==> config.mk <==
export PLATFORM = sky130hd
export DESIGN_NAME = rotated_pixel_write_packer_core
export DESIGN_NICKNAME = d
export VERILOG_FILES = /design/src/rtl/rpwp_pkg.sv /design/src/rtl/rotated_pixel_write_packer_core.sv
export VERILOG_INCLUDE_DIRS = /design/src /design/src/rtl
export SDC_FILE = /design/constraint.sdc
export NUM_CORES = 1
export LEC_CHECK = 0
export BUFFER_PORTS_ARGS = -buffer_cell sky130_fd_sc_hd__buf_2
export CAP_MARGIN = 40
export CORE_ASPECT_RATIO = 0.7
export CORE_MARGIN = 2
export CORE_UTILIZATION = 25
export DETAILED_ROUTE_END_ITERATION = 16
export SYNTH_ARGS = -nofsm -noshare
export SYNTH_HDL_FRONTEND = slang
export SYNTH_SLANG_ARGS = --single-unit
export TNS_END_PERCENT = 1
==> constraint.sdc <==
create_clock -name aclk -period 17.86 [get_ports aclk]
set_input_delay 3.572 -clock aclk [delete_from_list [all_inputs] [get_ports aclk]]
set_output_delay 3.572 -clock aclk [all_outputs]
set_load 0.01 [all_outputs]
==> src/rtl/rotated_pixel_write_packer_core_defines.svh <==
// Assertion macros for the pixel write packer core.
// Included by the top level; no other dependency.
`ifndef ROTATED_PIXEL_WRITE_PACKER_CORE_DEFINES_SVH
`define ROTATED_PIXEL_WRITE_PACKER_CORE_DEFINES_SVH

`ifndef SYNTHESIS
// Same-cycle implication, checked while out of reset
`define RPWP_ASSERT_IMP(lbl, clk, rstn, ante, cons) \
    lbl: assert property (@(posedge clk) disable iff (!(rstn)) (ante) |-> (cons)) \
        else $error("pixel packer check failed");
// Next-cycle implication, checked while out of reset
`define RPWP_ASSERT_NXT(lbl, clk, rstn, ante, cons) \
    lbl: assert property (@(posedge clk) disable iff (!(rstn)) (ante) |=> (cons)) \
        else $error("pixel packer check failed");
`else
`define RPWP_ASSERT_IMP(lbl, clk, rstn, ante, cons)
`define RPWP_ASSERT_NXT(lbl, clk, rstn, ante, cons)
`endif

`endif

==> src/rtl/rpwp_pkg.sv <==
// Shared constants and helpers for the pixel write packer core.
// No dependencies; used by rotated_pixel_write_packer_core.
package rpwp_pkg;

    // Stream payload widths
    localparam int S_TDATA_W = 56;
    localparam int M_TDATA_W = 64;
    localparam int CFG_ADDR_W = 3;
    localparam int CFG_DATA_W = 15;

    // Largest logical dimension, used as the width/height reset value
    localparam logic [12:0] MAX_DIM = 13'd4096;

    // Register indexes
    localparam logic [CFG_ADDR_W-1:0] REG_ROTATION    = 3'd0;
    localparam logic [CFG_ADDR_W-1:0] REG_WIDTH       = 3'd1;
    localparam logic [CFG_ADDR_W-1:0] REG_HEIGHT      = 3'd2;
    localparam logic [CFG_ADDR_W-1:0] REG_STRIDE      = 3'd3;
    localparam logic [CFG_ADDR_W-1:0] REG_BPP         = 3'd4;
    localparam logic [CFG_ADDR_W-1:0] REG_COLOR_MODE  = 3'd5;
    localparam logic [CFG_ADDR_W-1:0] REG_CH_OFFSETS  = 3'd6;
    localparam logic [CFG_ADDR_W-1:0] REG_CH_LENGTHS  = 3'd7;

    // Rotation codes
    localparam logic [1:0] ROT_0   = 2'd0;
    localparam logic [1:0] ROT_90  = 2'd1;
    localparam logic [1:0] ROT_180 = 2'd2;
    localparam logic [1:0] ROT_270 = 2'd3;

    // Color mode codes; anything above GENERIC acts as GENERIC
    localparam logic [2:0] CM_RGB565  = 3'd0;
    localparam logic [2:0] CM_BGR565  = 3'd1;
    localparam logic [2:0] CM_RGB888  = 3'd2;
    localparam logic [2:0] CM_BGR888  = 3'd3;
    localparam logic [2:0] CM_GENERIC = 3'd4;

    // Supported depths
    localparam logic [5:0] BPP_16 = 6'd16;
    localparam logic [5:0] BPP_24 = 6'd24;
    localparam logic [5:0] BPP_32 = 6'd32;

    // Byte masks
    localparam logic [3:0] MASK_NONE = 4'd0;
    localparam logic [3:0] MASK_16   = 4'd3;
    localparam logic [3:0] MASK_24   = 4'd7;
    localparam logic [3:0] MASK_32   = 4'd15;

    // Reset values
    localparam logic [14:0] STRIDE_RESET = 15'd16384;
    localparam logic [5:0]  BPP_RESET    = 6'd32;

    // Place one channel in the generic layout: keep the top len bits
    // (len saturates at 8), then shift to the bit offset; bits past 31 drop.
    function automatic logic [31:0] place_channel(input logic [7:0] c,
                                                  input logic [3:0] len,
                                                  input logic [4:0] off);
        logic [3:0]  l;
        logic [7:0]  kept;
        l = (len > 4'd8) ? 4'd8 : len;
        kept = c >> (4'd8 - l);
        return {24'd0, kept} << off;
    endfunction

endpackage

==> src/rtl/rotated_pixel_write_packer_core.sv <==
// Pixel write packer: clip, rotate, address and color-pack one pixel per item.
// Depends on rpwp_pkg and rotated_pixel_write_packer_core_defines.svh.
//
//  channel | ports                             | contents (low bit first)
//  --------+-----------------------------------+---------------------------------------
//  input   | s_tvalid s_tready s_tdata s_tuser | pos_x, pos_y, red, green, blue; buffer
//  result  | m_tvalid m_tready m_tdata m_tuser | byte_offset, data, mask; enable, buffer
//  config  | cfg_wr_en cfg_addr cfg_wdata      | register index and value
//
// One item per clock while m_tready does not stall; an accepted item passes
// through the input register, then the result register. The offset multiplier
// py * stride_reg between the two registers sets the path length.
// Reset (synchronous, aresetn low) empties both stages and loads register defaults.
// A stall on m_tready holds the result; the input register takes an item only while empty or moving on.
`include "rotated_pixel_write_packer_core_defines.svh"

module rotated_pixel_write_packer_core (
    input  logic                                aclk,
    input  logic                                aresetn,
    // input channel
    input  logic                                s_tvalid,
    output logic                                s_tready,
    // pos_x[15:0], pos_y[31:16], red_in[39:32], green_in[47:40], blue_in[55:48]
    input  logic [rpwp_pkg::S_TDATA_W-1:0]      s_tdata,
    // use_back_buffer[0]
    input  logic [0:0]                          s_tuser,
    // result channel
    output logic                                m_tvalid,
    input  logic                                m_tready,
    // byte_offset[25:0], write_data[57:26], byte_mask[61:58], zero[63:62]
    output logic [rpwp_pkg::M_TDATA_W-1:0]      m_tdata,
    // write_enable[0], buffer_select[1]
    output logic [1:0]                          m_tuser,
    // configuration write port
    input  logic                                cfg_wr_en,
    input  logic [rpwp_pkg::CFG_ADDR_W-1:0]     cfg_addr,
    input  logic [rpwp_pkg::CFG_DATA_W-1:0]     cfg_wdata
);

    // Configuration registers
    logic [1:0]  rotation_reg;
    logic [12:0] width_reg;
    logic [12:0] height_reg;
    logic [14:0] stride_reg;
    logic [5:0]  bpp_reg;
    logic [2:0]  color_mode_reg;
    logic [14:0] ch_offsets_reg;
    logic [11:0] ch_lengths_reg;

    // Input stage
    logic        in_valid_reg;
    logic        in_sel_reg;
    logic [15:0] in_x_reg;
    logic [15:0] in_y_reg;
    logic [7:0]  in_r_reg;
    logic [7:0]  in_g_reg;
    logic [7:0]  in_b_reg;

    // Result stage
    logic        m_valid_reg;
    logic        m_wr_en_reg;
    logic        m_sel_reg;
    logic [25:0] m_offset_reg;
    logic [31:0] m_data_reg;
    logic [3:0]  m_mask_reg;

    // Datapath
    logic        advance;
    logic        clipped;
    logic [12:0] x13;
    logic [12:0] y13;
    logic [12:0] mirror_x;
    logic [12:0] mirror_y;
    logic [12:0] px;
    logic [12:0] py;
    logic [27:0] row_term;
    logic [15:0] col_term;
    logic        classic_mode;
    logic        swap_mode;
    logic [7:0]  lo_ch;
    logic [7:0]  hi_ch;
    logic [31:0] generic_word;
    logic [31:0] pack_data;
    logic [3:0]  pack_mask;
    logic        wr_en_next;
    logic [25:0] offset_next;
    logic [31:0] data_next;
    logic [3:0]  mask_next;

    // Move the input stage on when the result stage is empty or draining
    assign advance  = !m_valid_reg || m_tready;
    assign s_tready = aresetn && (!in_valid_reg || advance);

    // Clip against the logical size
    always_comb begin
        clipped = in_x_reg[15] || (in_x_reg[14:0] >= {2'b00, width_reg}) ||
                  in_y_reg[15] || (in_y_reg[14:0] >= {2'b00, height_reg});
    end

    // Map the logical coordinate to a physical one
    assign x13      = in_x_reg[12:0];
    assign y13      = in_y_reg[12:0];
    assign mirror_x = width_reg - x13 - 13'd1;
    assign mirror_y = height_reg - y13 - 13'd1;

    always_comb begin
        case (rotation_reg)
            rpwp_pkg::ROT_90: begin
                px = y13;
                py = mirror_x;
            end
            rpwp_pkg::ROT_180: begin
                px = mirror_x;
                py = mirror_y;
            end
            rpwp_pkg::ROT_270: begin
                px = mirror_y;
                py = x13;
            end
            default: begin
                px = x13;
                py = y13;
            end
        endcase
    end

    // Byte offset: line term plus pixel term, wrapped to 26 bits
    assign row_term    = 28'(py) * 28'(stride_reg);
    assign col_term    = 16'(px) * 16'(bpp_reg[5:3]);
    assign offset_next = wr_en_next ? 26'(row_term + 28'(col_term)) : 26'd0;

    // Pack the color
    assign classic_mode = (color_mode_reg == rpwp_pkg::CM_RGB565) ||
                          (color_mode_reg == rpwp_pkg::CM_BGR565) ||
                          (color_mode_reg == rpwp_pkg::CM_RGB888) ||
                          (color_mode_reg == rpwp_pkg::CM_BGR888);
    assign swap_mode    = (color_mode_reg == rpwp_pkg::CM_BGR565) ||
                          (color_mode_reg == rpwp_pkg::CM_BGR888);
    assign lo_ch        = swap_mode ? in_r_reg : in_b_reg;
    assign hi_ch        = swap_mode ? in_b_reg : in_r_reg;

    assign generic_word =
        rpwp_pkg::place_channel(in_r_reg, ch_lengths_reg[11:8], ch_offsets_reg[14:10]) |
        rpwp_pkg::place_channel(in_g_reg, ch_lengths_reg[7:4], ch_offsets_reg[9:5]) |
        rpwp_pkg::place_channel(in_b_reg, ch_lengths_reg[3:0], ch_offsets_reg[4:0]);

    always_comb begin
        pack_data = 32'd0;
        pack_mask = rpwp_pkg::MASK_NONE;
        if (classic_mode) begin
            if ((bpp_reg == rpwp_pkg::BPP_24) || (bpp_reg == rpwp_pkg::BPP_32)) begin
                pack_data = {8'd0, hi_ch, in_g_reg, lo_ch};
                pack_mask = rpwp_pkg::MASK_24;
            end else if (bpp_reg == rpwp_pkg::BPP_16) begin
                pack_data = {16'd0, hi_ch[7:3], in_g_reg[7:2], lo_ch[7:3]};
                pack_mask = rpwp_pkg::MASK_16;
            end
        end else begin
            if (bpp_reg == rpwp_pkg::BPP_32) begin
                pack_data = generic_word;
                pack_mask = rpwp_pkg::MASK_32;
            end else if (bpp_reg == rpwp_pkg::BPP_16) begin
                pack_data = {16'd0, generic_word[15:0]};
                pack_mask = rpwp_pkg::MASK_16;
            end
        end
    end

    // Drop the write for clipped pixels and unsupported depths
    assign wr_en_next = !clipped && (pack_mask != rpwp_pkg::MASK_NONE);
    assign data_next  = wr_en_next ? pack_data : 32'd0;
    assign mask_next  = wr_en_next ? pack_mask : rpwp_pkg::MASK_NONE;

    // Registers: configuration, input stage, result stage
    always_ff @(posedge aclk) begin
        if (!aresetn) begin
            rotation_reg   <= rpwp_pkg::ROT_0;
            width_reg      <= rpwp_pkg::MAX_DIM;
            height_reg     <= rpwp_pkg::MAX_DIM;
            stride_reg     <= rpwp_pkg::STRIDE_RESET;
            bpp_reg        <= rpwp_pkg::BPP_RESET;
            color_mode_reg <= rpwp_pkg::CM_RGB888;
            ch_offsets_reg <= 15'd0;
            ch_lengths_reg <= 12'd0;
            in_valid_reg   <= 1'b0;
            m_valid_reg    <= 1'b0;
        end else begin
            if (cfg_wr_en) begin
                case (cfg_addr)
                    rpwp_pkg::REG_ROTATION:   rotation_reg   <= cfg_wdata[1:0];
                    rpwp_pkg::REG_WIDTH:      width_reg      <= cfg_wdata[12:0];
                    rpwp_pkg::REG_HEIGHT:     height_reg     <= cfg_wdata[12:0];
                    rpwp_pkg::REG_STRIDE:     stride_reg     <= cfg_wdata[14:0];
                    rpwp_pkg::REG_BPP:        bpp_reg        <= cfg_wdata[5:0];
                    rpwp_pkg::REG_COLOR_MODE: color_mode_reg <= cfg_wdata[2:0];
                    rpwp_pkg::REG_CH_OFFSETS: ch_offsets_reg <= cfg_wdata[14:0];
                    rpwp_pkg::REG_CH_LENGTHS: ch_lengths_reg <= cfg_wdata[11:0];
                    default: begin
                    end
                endcase
            end
            if (s_tready) begin
                in_valid_reg <= s_tvalid;
            end
            if (advance) begin
                m_valid_reg <= in_valid_reg;
            end
        end

        // Capture an accepted item
        if (s_tvalid && s_tready) begin
            in_sel_reg <= s_tuser[0];
            in_x_reg   <= s_tdata[15:0];
            in_y_reg   <= s_tdata[31:16];
            in_r_reg   <= s_tdata[39:32];
            in_g_reg   <= s_tdata[47:40];
            in_b_reg   <= s_tdata[55:48];
        end

        // Load the result when the input stage moves on
        if (advance && in_valid_reg) begin
            m_wr_en_reg  <= wr_en_next;
            m_sel_reg    <= in_sel_reg;
            m_offset_reg <= offset_next;
            m_data_reg   <= data_next;
            m_mask_reg   <= mask_next;
        end
    end

    assign m_tvalid = m_valid_reg;
    assign m_tdata  = {2'b00, m_mask_reg, m_data_reg, m_offset_reg};
    assign m_tuser  = {m_sel_reg, m_wr_en_reg};

    // A suppressed write carries all-zero offset, data and mask
    `RPWP_ASSERT_IMP(a_disabled_zero, aclk, aresetn,
        m_valid_reg && !m_wr_en_reg,
        (m_offset_reg == 26'd0) && (m_data_reg == 32'd0) && (m_mask_reg == rpwp_pkg::MASK_NONE))
    // An issued write has one of the legal byte masks
    `RPWP_ASSERT_IMP(a_mask_legal, aclk, aresetn,
        m_valid_reg && m_wr_en_reg,
        (m_mask_reg == rpwp_pkg::MASK_16) || (m_mask_reg == rpwp_pkg::MASK_24) ||
        (m_mask_reg == rpwp_pkg::MASK_32))
    // A 16-bit write leaves the upper half of the data clear
    `RPWP_ASSERT_IMP(a_half_word_clean, aclk, aresetn,
        m_valid_reg && (m_mask_reg == rpwp_pkg::MASK_16),
        m_data_reg[31:16] == 16'd0)
    // An item leaving the input stage shows up as a result next cycle
    `RPWP_ASSERT_NXT(a_stage_moves, aclk, aresetn,
        in_valid_reg && advance,
        m_valid_reg)

endmodule

==> impl_metrics.xml, run 1 <==
<?xml version="1.0" encoding="UTF-8"?>
<metrics>
  <group name="outcome">
    <metric name="status" unit="">finished clean</metric>
  </group>
  <group name="clocking">
    <metric name="clkSinkCount" unit="">200</metric>
    <metric name="cts-hold-fix-buffers" unit="">0</metric>
    <metric name="clock_tree_from_tritoncts" unit="">yes</metric>
    <metric name="cts_post_setup_buffers_inserted" unit="">0</metric>
    <metric name="resized_gates_after_cts" unit="">0</metric>
    <metric name="worst_setup_hold_path_clk_slew" unit="ps">100</metric>
    <metric name="numCtsBuffers" unit="">17</metric>
    <metric name="htree_num_levels" unit="">4</metric>
    <metric name="clk_latency" unit="ps">510</metric>
    <metric name="cts_root_buf" unit="">sky130_fd_sc_hd__clkbuf_16</metric>
    <metric name="cts.path.max_buffers" unit="">2</metric>
  </group>
  <group name="worst_setup_path">
    <metric name="critPathArrivalTime" unit="ps">8970</metric>
    <metric name="cp.buffers_inverters" unit="">3</metric>
    <metric name="critical_path_cell_with_the_highest_stage_delay" unit="">sky130_fd_sc_hd__fa_1</metric>
    <metric name="critPathCaptureType" unit="">flop</metric>
    <metric name="path_delay_family" unit="">adder cells</metric>
    <metric name="sort_of_element_at_the_start_of_the_critical_path" unit="">flop</metric>
    <metric name="critPathMaxStageDelay" unit="ps">600</metric>
    <metric name="worst-setup-path-type" unit="">reg2reg</metric>
    <metric name="critical-path-top-cell-by-count" unit="">sky130_fd_sc_hd__fa_1</metric>
    <metric name="r2r_cells" unit="">30</metric>
    <metric name="path_max_fanout" unit="">5</metric>
    <metric name="critPathRequiredTime" unit="ps">18090</metric>
    <metric name="number_of_gates_on_the_worst_path_with_buffers_counted" unit="">30</metric>
  </group>
  <group name="yosys">
    <metric name="syn_area" unit="sq um">20510</metric>
    <metric name="synthesis.area_per_instance" unit="sq um">9.069</metric>
    <metric name="ys_seq_area_share" unit="%">25.38</metric>
    <metric name="dominantRegCellSynth" unit="">sky130_fd_sc_hd__edfxtp_1</metric>
    <metric name="post_synth_edffs" unit="">120</metric>
    <metric name="synth-warning-count" unit="">0</metric>
    <metric name="number_of_standard_cells_after_synthesis" unit="">2261</metric>
    <metric name="yosys.cell_types.count" unit="">76</metric>
    <metric name="ys_seq_elements" unit="">200</metric>
    <metric name="postSynth.asyncResetShare" unit="%">0</metric>
  </group>
  <group name="grt">
    <metric name="grt.met3_usage" unit="%">4.978</metric>
    <metric name="grt-busiest-layer" unit="">met1</metric>
    <metric name="grt_start_max_net_pins" unit="">82</metric>
    <metric name="grt_util_all_layers" unit="%">15.42</metric>
    <metric name="grt_pass1_vias" unit="">15800</metric>
    <metric name="globalRoute.totalOverflow" unit="">0</metric>
    <metric name="grt.met2_usage" unit="%">20.75</metric>
    <metric name="groute.layer.met1.usage" unit="%">23.62</metric>
    <metric name="wire_length_of_the_first_global_routing_pass" unit="microns">98650</metric>
    <metric name="antenna_found_initial" unit="">8</metric>
  </group>
  <group name="place">
    <metric name="portBuffers" unit="">145</metric>
    <metric name="globalplace.congestion" unit="">0.9513</metric>
    <metric name="post-place-cells" unit="">3383</metric>
    <metric name="dpl.hpwl" unit="microns">51250</metric>
  </group>
  <group name="die">
    <metric name="floorplan.die_area" unit="sq um">84370</metric>
    <metric name="row_cnt" unit="">87</metric>
    <metric name="effective_utilization_at_floorplan" unit="%">25.35</metric>
    <metric name="design.core.area" unit="sq um">80880</metric>
    <metric name="io-pin-count" unit="">148</metric>
    <metric name="floorplan.die.height" unit="microns">243.6</metric>
    <metric name="die_width" unit="microns">346.3</metric>
  </group>
  <group name="routing">
    <metric name="viasPerCell" unit="">4.816</metric>
    <metric name="wl_per_cell" unit="microns">19.05</metric>
    <metric name="tritonroute_pass_1_iters" unit="">5</metric>
    <metric name="drt_wl_total" unit="microns">65080</metric>
    <metric name="vias" unit="">16460</metric>
    <metric name="drt_first_iter_violations" unit="">1540</metric>
    <metric name="remaining_drc_errors" unit="">0</metric>
    <metric name="final_antenna_net_count" unit="">0</metric>
  </group>
  <group name="final_layout">
    <metric name="multiInputGateArea" unit="sq um">13690</metric>
    <metric name="ff_latch_area" unit="sq um">5205</metric>
    <metric name="filler_cell_count" unit="">8619</metric>
    <metric name="drive_gt1_share" unit="%">11.72</metric>
    <metric name="fin_nets" unit="">2737</metric>
    <metric name="layout.cells.non_filler" unit="">3417</metric>
    <metric name="largest_reg_flops" unit="">32</metric>
    <metric name="area.growth.synth_to_final" unit="%">11.64</metric>
  </group>
  <group name="pwr">
    <metric name="power_leakage" unit="nW">9.912</metric>
    <metric name="power.density_cell_area" unit="nW/um^2">53.49</metric>
    <metric name="power.ir.vdd_worst" unit="mV">0.06340</metric>
  </group>
  <group name="timing">
    <metric name="final.min_clock_period" unit="ps">8740</metric>
    <metric name="fin_skew" unit="ps">21.96</metric>
    <metric name="timing.hold.ws" unit="ps">451.0</metric>
    <metric name="worst_slew_margin_rel" unit="%">40.42</metric>
    <metric name="timing.setup.tns" unit="ps">0</metric>
    <metric name="tightestPinTransition" unit="ps">893.2</metric>
    <metric name="hold_viol_final" unit="">0</metric>
    <metric name="unrepaired_setup_endpoints_after_global_routing" unit="">no</metric>
    <metric name="finalSetupViolCount" unit="">0</metric>
    <metric name="max_clock_freq" unit="GHz">0.1144</metric>
    <metric name="period_utilization_post_route" unit="%">48.93</metric>
    <metric name="drv_slew" unit="">0</metric>
  </group>
  <group name="job">
    <metric name="max_cap_viol_count" unit="">0</metric>
  </group>
  <group name="min_path">
    <metric name="hold_depth" unit="">0</metric>
    <metric name="hold_path.class" unit="">reg2reg</metric>
  </group>
</metrics>
## logic make-up (layout without fill, tap and decap cells)
family                   count (synthesis)  after routing  synth area share [%]
AND/OR/NAND/NOR                        733            733                 16.48
XOR/XNOR                                50             50                 2.203
AO/OA/AOI/OAI                          423            423                 14.17
adder cells (fa/ha/maj)                323            323                 26.33
multiplexers                           106            106                 7.505
other                                    1              4               0.01829
buffers and inverters                  425            510                 7.908
flip-flops                             200            200                 25.38
## report_power, final
group	switching, W	internal [W]
logic	0.000182	0.000117
registers	0.0000192	0.000502
clock network	0.000217	0.000188
total	0.000417	0.000807
## metal layers
| layer | wire length (microns) | vias to the layer above |
|---|---|---|
| met5 | 63 | - |
| met4 | 773 | 10 |
| met3 | 6316 | 64 |
| met2 | 25390 | 613 |
| met1 | 32540 | 8044 |
| li1 | - | 7725 |
## metrics by stage
stage               area, sq um  setup slack [ps]  util, %   power, W
global placement          22250              9329    27.51  0.0008268
detailed placement        22310              9266    27.58  0.0008296
CTS                       22890              9179    28.30   0.001238
finish                    22890              9120    28.30   0.001224
floorplan                 20510              9850        -  0.0007315
global route              22890              8528    28.30   0.001295
## synth_stat cells, drive strengths merged (15+ instances only)
| cell type | instances | share of area [%] |
|---|---|---|
| a21boi | 70 | 2.6 |
| a21o | 34 | 1.2 |
| a21oi | 89 | 2.2 |
| and2 | 105 | 3.2 |
| and3 | 17 | 0.52 |
| clkbuf | 105 | 1.9 |
| dfxtp | 80 | 7.8 |
| edfxtp | 120 | 18 |
| fa | 181 | 18 |
| ha | 142 | 8.7 |
| inv | 303 | 5.6 |
| mux2i | 58 | 2.9 |
| mux4 | 36 | 4.0 |
| nand2 | 344 | 6.3 |
| nand2b | 20 | 0.61 |
| nand3 | 26 | 0.63 |
| nor2 | 120 | 2.2 |
| nor2b | 30 | 0.92 |
| nor3 | 28 | 0.68 |
| o21ai | 64 | 1.6 |
| o22ai | 15 | 0.46 |
| xnor2 | 32 | 1.4 |
| xor2 | 17 | 0.73 |
## layout by cell type, fill, tap and decap left out, types with 15 or more instances in the layout
master	instances
sky130_fd_sc_hd__nand3_1	26
sky130_fd_sc_hd__and2_1	103
sky130_fd_sc_hd__a21oi_1	89
sky130_fd_sc_hd__xnor2_1	32
sky130_fd_sc_hd__buf_2	147
sky130_fd_sc_hd__nor3_1	28
sky130_fd_sc_hd__nand2_1	344
sky130_fd_sc_hd__nor2_1	120
sky130_fd_sc_hd__o21ai_0	63
sky130_fd_sc_hd__buf_4	21
sky130_fd_sc_hd__nand2b_1	20
sky130_fd_sc_hd__ha_1	142
sky130_fd_sc_hd__fa_1	181
sky130_fd_sc_hd__a21boi_0	70
sky130_fd_sc_hd__xor2_1	17
sky130_fd_sc_hd__mux4_2	36
sky130_fd_sc_hd__and3_1	17
sky130_fd_sc_hd__nor2b_1	29
sky130_fd_sc_hd__clkbuf_16	17
sky130_fd_sc_hd__o22ai_1	15
sky130_fd_sc_hd__dfxtp_1	80
sky130_fd_sc_hd__mux2i_1	57
sky130_fd_sc_hd__a21o_1	34
sky130_fd_sc_hd__edfxtp_1	120
sky130_fd_sc_hd__inv_1	301
## layout make-up
class	instances	share of cell area, %
repair buffers	170	4.006
flip-flops and latches	200	22.74
inverters	308	5.061
clock buffers	18	1.875
multi-input cells	1637	59.82
clock inverters	14	0.6450
diodes	2	0.02186
well taps	1068	5.837
## path summary, 6_finish.rpt
kind               start               end  slack [ps]
max          in_y_reg[0]  m_offset_reg[24]        9120
min           in_sel_reg         m_sel_reg         450
max reg2reg  in_y_reg[0]  m_offset_reg[24]        9120
min reg2reg   in_sel_reg         m_sel_reg         450
Power figures use the tool's default switching activity.
==> run 2: changes to the inputs <==
==> constraint.sdc (replaced) <==
create_clock -name aclk -period 8.4 [get_ports aclk]
set_input_delay 1.68 -clock aclk [delete_from_list [all_inputs] [get_ports aclk]]
set_output_delay 1.68 -clock aclk [all_outputs]
set_load 0.01 [all_outputs]
==> run 2 against run 1 <==
Compared with the run above: final cell count is 0.61% higher; via count fell by 0.58%; clock skew down 5.9 ps; worst setup slack got worse by 8700 ps; critical path type unchanged; critical endpoint unchanged; highest routed layer unchanged.
==> impl_metrics.xml, run 2 (synthesis results as in run 1) <==
<?xml version="1.0" encoding="UTF-8"?>
<metrics>
  <group name="outcome">
    <metric name="status" unit="">finished clean</metric>
  </group>
  <group name="final_layout">
    <metric name="largest_reg_flops" unit="">32</metric>
    <metric name="area.growth.synth_to_final" unit="%">13.28</metric>
    <metric name="final_design_area_excluding_fillers" unit="sq um">23230</metric>
    <metric name="mostFrequentLayoutCell" unit="">sky130_fd_sc_hd__nand2_1</metric>
    <metric name="fin_nets" unit="">2758</metric>
    <metric name="most_frequent_cells_in_the_layout" unit="">344 x sky130_fd_sc_hd__nand2_1, 301 x sky130_fd_sc_hd__inv_1, 181 x sky130_fd_sc_hd__fa_1</metric>
    <metric name="drive_gt1_share" unit="%">13.51</metric>
    <metric name="finish.utilization" unit="%">28.72</metric>
  </group>
  <group name="timing">
    <metric name="final.min_clock_period" unit="ps">8015</metric>
    <metric name="finalSetupViolCount" unit="">0</metric>
    <metric name="max_clock_freq" unit="GHz">0.1248</metric>
    <metric name="hold_viol_final" unit="">0</metric>
    <metric name="worst_slew_margin_rel" unit="%">42.32</metric>
    <metric name="drv_slew" unit="">0</metric>
    <metric name="period_utilization_post_route" unit="%">95.42</metric>
    <metric name="tightestPinTransition" unit="ps">858.6</metric>
    <metric name="fin_skew" unit="ps">16.09</metric>
    <metric name="timing.hold.ws" unit="ps">426.9</metric>
    <metric name="timing.setup.tns" unit="ps">0</metric>
  </group>
  <group name="worst_setup_path">
    <metric name="sort_of_element_at_the_start_of_the_critical_path" unit="">flop</metric>
    <metric name="critical-path-top-cell-by-count" unit="">sky130_fd_sc_hd__fa_1</metric>
    <metric name="path_max_fanout" unit="">3</metric>
    <metric name="critPathMaxStageDelay" unit="ps">520</metric>
    <metric name="critPathArrivalTime" unit="ps">8260</metric>
    <metric name="critical_path_cell_with_the_highest_stage_delay" unit="">sky130_fd_sc_hd__fa_1</metric>
    <metric name="critPathRequiredTime" unit="ps">8650</metric>
    <metric name="worst-setup-path-type" unit="">reg2reg</metric>
    <metric name="critPathCaptureType" unit="">flop</metric>
  </group>
  <group name="routing">
    <metric name="vias" unit="">16360</metric>
    <metric name="viasPerCell" unit="">4.759</metric>
    <metric name="drt_first_iter_violations" unit="">1614</metric>
    <metric name="wl_per_cell" unit="microns">18.76</metric>
    <metric name="final_antenna_net_count" unit="">0</metric>
    <metric name="tritonroute_pass_1_iters" unit="">6</metric>
    <metric name="drt_wl_total" unit="microns">64500</metric>
    <metric name="remaining_drc_errors" unit="">0</metric>
  </group>
  <group name="place">
    <metric name="detailed_place.area" unit="sq um">22380</metric>
    <metric name="dpl.hpwl" unit="microns">51390</metric>
    <metric name="portBuffers" unit="">145</metric>
    <metric name="globalplace.congestion" unit="">0.9445</metric>
  </group>
  <group name="grt">
    <metric name="antenna_found_initial" unit="">10</metric>
    <metric name="grt_start_max_net_pins" unit="">82</metric>
    <metric name="wire_length_of_the_first_global_routing_pass" unit="microns">98170</metric>
    <metric name="grt_pass1_vias" unit="">15710</metric>
    <metric name="globalRoute.totalOverflow" unit="">0</metric>
    <metric name="grt_util_all_layers" unit="%">15.29</metric>
  </group>
  <group name="die">
    <metric name="row_cnt" unit="">87</metric>
    <metric name="design.core.area" unit="sq um">80880</metric>
    <metric name="io-pin-count" unit="">148</metric>
    <metric name="effective_utilization_at_floorplan" unit="%">25.35</metric>
    <metric name="floorplan.die.height" unit="microns">243.6</metric>
    <metric name="die_width" unit="microns">346.3</metric>
    <metric name="floorplan.die_area" unit="sq um">84370</metric>
  </group>
  <group name="clocking">
    <metric name="cts.path.max_buffers" unit="">2</metric>
    <metric name="clkSinkCount" unit="">200</metric>
    <metric name="clock_tree_from_tritoncts" unit="">yes</metric>
    <metric name="worst_setup_hold_path_clk_slew" unit="ps">80</metric>
    <metric name="clk_latency" unit="ps">520</metric>
    <metric name="htree_num_levels" unit="">4</metric>
    <metric name="numCtsBuffers" unit="">17</metric>
    <metric name="cts_root_buf" unit="">sky130_fd_sc_hd__clkbuf_16</metric>
  </group>
  <group name="pwr">
    <metric name="power_leakage" unit="nW">10.06</metric>
    <metric name="power.density_cell_area" unit="nW/um^2">114.7</metric>
    <metric name="power.ir.vdd_worst" unit="mV">0.1661</metric>
  </group>
  <group name="min_path">
    <metric name="hold_path.class" unit="">reg2reg</metric>
  </group>
  <group name="job">
    <metric name="max_cap_viol_count" unit="">0</metric>
  </group>
</metrics>
run 2: final timing paths:
| path | from | endpoint | slack (ps) | depth (start not counted) |
|---|---|---|---|---|
| setup reg to reg | in_y_reg[0] | m_offset_reg[24] | 380 | 31 |
| hold reg to reg | in_sel_reg | m_sel_reg | 430 | 0 |
| setup / recovery | in_y_reg[0] | m_offset_reg[24] | 380 | 31 |
| hold / removal | in_sel_reg | m_sel_reg | 430 | 0 |
run 2: what timing repair did:
item / in CTS / in global routing
buffers inserted: 0 / 10
hold endpoints to repair: 0 / 0
hold buffers: 0 / 0
gates cloned: 0 / 0
setup endpoints to repair: 1 / 9
gates resized for setup: 3 / 26
pin swaps: 0 / 7
run 2: area by class of cell:
class / count / area [sq um]
Clock buffer: 18 / 439.2
Clock inverter: 14 / 188.9
Inverter: 308 / 1159
Sequential cell: 200 / 5207
Timing Repair Buffer: 191 / 1066
Multi-Input combinational cell: 1637 / 13830
Fill cell: 8594 / 57650
Antenna cell: 2 / 5.005
Tap cell: 1068 / 1336
run 2: stage by stage:
step / cells / setup slack [ps] / power (W)
5_1_grt: 3438 / -5.906 / 0.002811
4_1_cts: 3426 / 57.52 / 0.002676
3_5_place_dp: 3394 / -52.91 / 0.001767
3_3_place_gp: 3387 / 89.07 / 0.001763
6_report: 3438 / 384.9 / 0.002664
2_1_floorplan: 2262 / 390.4 / 0.001555
run 2: power by group:
part	switching, W	internal (W)	leakage, nW
Sequential	0.0000418	0.00107	1.83
Combinational	0.000387	0.000267	7.92
Clock	0.000482	0.000417	0.300
Total	0.000911	0.00175	10.1
run 2: metal layers:
layer | vias to the layer above | wire, microns | GRT usage, %
met5 | - | 72 | 0
met4 | 12 | 950 | 3.134
met3 | 64 | 5724 | 4.749
met2 | 561 | 24960 | 20.23
met1 | 7942 | 32790 | 23.72
li1 | 7782 | - | -
run 2: worst max-delay path, delay by kind of cell (launching register included):
kind,cells,cell delay (ps)
compound gates,10,2310
flops,1,350
xor+xnor,2,390
buf+inv,4,360
simple gates,6,550
fa+ha+maj,9,3780
